`src/rtl/core/htwd_ram.sv`:
```
// generic simple dual port ram, one write port and one read port
// read data is registered and holds while no read is issued; no dependencies
`default_nettype none

module htwd_ram #(
    parameter int WIDTH = 8,
    parameter int DEPTH = 256
) (
    input  wire logic                     aclk,
    input  wire logic                     we,
    input  wire logic [$clog2(DEPTH)-1:0] waddr,
    input  wire logic [WIDTH-1:0]         wdata,
    input  wire logic                     re,
    input  wire logic [$clog2(DEPTH)-1:0] raddr,
    output logic      [WIDTH-1:0]         rdata
);

    logic [WIDTH-1:0] mem_reg [DEPTH];

    always_ff @(posedge aclk) begin
        if (we) begin
            mem_reg[waddr] <= wdata;
        end
        if (re) begin
            rdata <= mem_reg[raddr];
        end
    end

endmodule

`default_nettype wire

```
`config.mk`:
```
export PLATFORM = sky130hd
export DESIGN_NAME = htwd_ram
export DESIGN_NICKNAME = d
export VERILOG_FILES = /design/src/rtl/core/htwd_ram.sv
export SDC_FILE = /design/constraint.sdc
export NUM_CORES = 2
export LEC_CHECK = 0
export ABC_AREA = 1
export BUFFER_PORTS_ARGS = -buffer_cell sky130_fd_sc_hd__buf_2
export CAP_MARGIN = 20
export CORE_ASPECT_RATIO = 0.7
export CORE_MARGIN = 3
export CORE_UTILIZATION = 55
export DETAILED_ROUTE_END_ITERATION = 12
export PLACE_DENSITY_LB_ADDON = 0.12
export SLEW_MARGIN = 20
export SYNTH_ARGS = -nofsm -noshare
export SYNTH_HDL_FRONTEND = slang
export SYNTH_SLANG_ARGS = --single-unit
```
`constraint.sdc`:
```
create_clock -name aclk -period 2.9 [get_ports aclk]
set_input_delay 0.725 -clock aclk [delete_from_list [all_inputs] [get_ports aclk]]
set_output_delay 0.725 -clock aclk [all_outputs]
set_load 0.1 [all_outputs]
```
==> impl_metrics.json <==
{
  "cap_violations": 0,
  "coreArea_sq_mm": 0.149,
  "relSlewSlack": 0.481,
  "drt_iter0_drc": 8641,
  "fillers": 11200,
  "setup.worst_path.end_class": "primary output",
  "peakVddDrop_v": 0.000664,
  "synth_seq_cells": 2056,
  "wl_per_cell_um": 25.1,
  "postCtsHoldBufs": 0,
  "status": "complete, no violations",
  "grt_antenna_before_repair": 7,
  "rows": 118,
  "cts_resized": 0,
  "max_freq_mhz": 380,
  "post_cts_buffers": 0,
  "crit_family": "flip-flops",
  "largest_reg_flops": 2048,
  "syn_to_final_growth_pct": 14.5,
  "clk_path_buf_depth": 3,
  "cp_cell_sequence": "buf_2",
  "setup_viol": 0,
  "synth_top_area_frac": 0.740,
  "ys_warn_count": 0,
  "start_util": 0.559,
  "nets": 7361,
  "fp.dieW_um": 472,
  "drt-vias-per-instance": 6.01,
  "place_hpwl_mm": 147,
  "path_clk_slew_ns": 0.06,
  "synth_most_common_cell": "nand2_1",
  "grt.total_usage": 0.302,
  "timing.final.ws_setup_ns": 0.268,
  "p_total_mw": 61.1,
  "crit_arrival_ns": 1.91,
  "grt_pass1_vias": 53100,
  "regArea_sq_mm": 0.0617,
  "tritoncts": "built",
  "synth_area_leader_cell": "edfxtp_1",
  "ys.flop_type": "edfxtp_1",
  "cts.htree.levels": 4,
  "portBuffers": 34,
  "crit_slowest_cell": "edfxtp_1",
  "multi_input_area_sq_mm": 0.0191,
  "grt_pass1_wl_mm": 352,
  "drtAntennaViolNets": 0,
  "synth_edf_count": 2056,
  "hp-class": "in2reg",
  "r2r-start": "mem_reg[161][7]$_DFFE_PP_",
  "place_area_sq_mm": 0.0897,
  "dr_total_vias": 57000,
  "hold_slack_ns": 0.270,
  "dieArea_sq_mm": 0.157,
  "netlist_area_sq_mm": 0.0835,
  "ioPinCount": 35,
  "dp.cells": 9124,
  "overflow": 0,
  "critPathRequiredTime_ns": 2.17,
  "layout-drive-gt1-share": 0.117,
  "async_reset_ff_frac": 0,
  "crit_buf_inv": 1,
  "dpl_worst_slack_ns": -0.271,
  "cts.sinks": 2056,
  "hold_viol": 0,
  "first_pass_iters": 6,
  "syn_area_per_cell_sq_um": 11.9,
  "grt_max_degree": 91,
  "synth_commonest_cells": "nand2_1, edfxtp_1, nand3_1",
  "synth_cell_type_count": 13,
  "seq_area_frac_synth": 0.740,
  "rsz0062_at_grt": "false",
  "final_cells": 9475,
  "start_kind": "flop",
  "slowest_delay_ns": 0.57,
  "final_area_sq_mm": 0.0956,
  "p_leak_nw": 34.2,
  "drc_errors": 0,
  "wirelength_mm": 238,
  "cts_buffers": 188,
  "finClkSkew_ns": 0.0289,
  "synthTopCellsByArea": "edfxtp_1, nand3_1, nand2_1, buf_2, nor2_1",
  "worstMarginPinSlew_ns": 0.779,
  "period_minus_slack_ns": 2.63,
  "synth_nets": 7030,
  "cp_max_fo": 1,
  "slew_viol_final": 0,
  "clk_latency_ns": 0.82,
  "die_y_um": 332,
  "worstHoldStart": "wdata[7]",
  "setup.worst_path.start": "rdata[2]$_DFFE_PP_",
  "clock_tree.root_cell": "clkbuf_16",
  "synthCells": 7003,
  "criticalPathCategory": "reg2out",
  "fin_crit_sh": 0.907,
  "routabilityCongestion": 0.902,
  "power_density_mw_per_mm2": 639
}
[layout make-up]
class | count | share of cell area
Timing Repair Buffer | 624 | 0.0649
Multi-Input combinational cell | 4425 | 0.200
Sequential cell | 2056 | 0.646
Clock inverter | 104 | 0.00809
Inverter | 39 | 0.00188
Tap cell | 1980 | 0.0259
Antenna cell | 4 | 0.000105
Clock buffer | 243 | 0.0532
[worst paths after layout]
path | cells after the start | slack [ns] | endpoint
max | 1 | 0.27 | rdata[2]
min reg2reg | 10 | 1.09 | rdata[2]$_DFFE_PP_
max reg2reg | 10 | 0.75 | rdata[7]$_DFFE_PP_
min | 1 | 0.27 | mem_reg[48][7]$_DFFE_PP_
[where the power goes]
part           total (mW)  internal [mW]  switching (mW)
sequential           32.8           32.8          0.0336
combinational        4.24           1.19            3.05
clock                24.1           13.3            10.8
[stage by stage]
stage          utilization  TNS (ns)
2_1_floorplan            -         0
3_3_place_gp         0.601    -0.831
3_5_place_dp         0.601    -0.816
4_1_cts              0.640         0
5_1_grt              0.640         0
6_report             0.640         0
[layer usage]
metal | up-vias | wire [um] | GRT usage
met5 | - | 0 | 0
met4 | 0 | 6860 | 0.0941
met3 | 366 | 28300 | 0.0705
met2 | 3185 | 101000 | 0.424
met1 | 27900 | 101000 | 0.469
li1 | 25500 | - | -
[layout by cell type (no fill, tap or decap), drive strengths merged]
cell	instances
bufinv	11
diode	4
inv	44
buf	624
clkinv	83
edfxtp	2056
nand3	2019
clkbuf	243
nand2	2123
nor2	283
clkinvlp	5
[cell families (layout without fill, tap and decap cells)]
logic type,Yosys count,after routing,synth area share
simple gates,4425,4425,0.229
flops,2056,2056,0.740
buf+inv,522,1010,0.0312
other cells,0,4,0
Power figures use the tool's default switching activity.
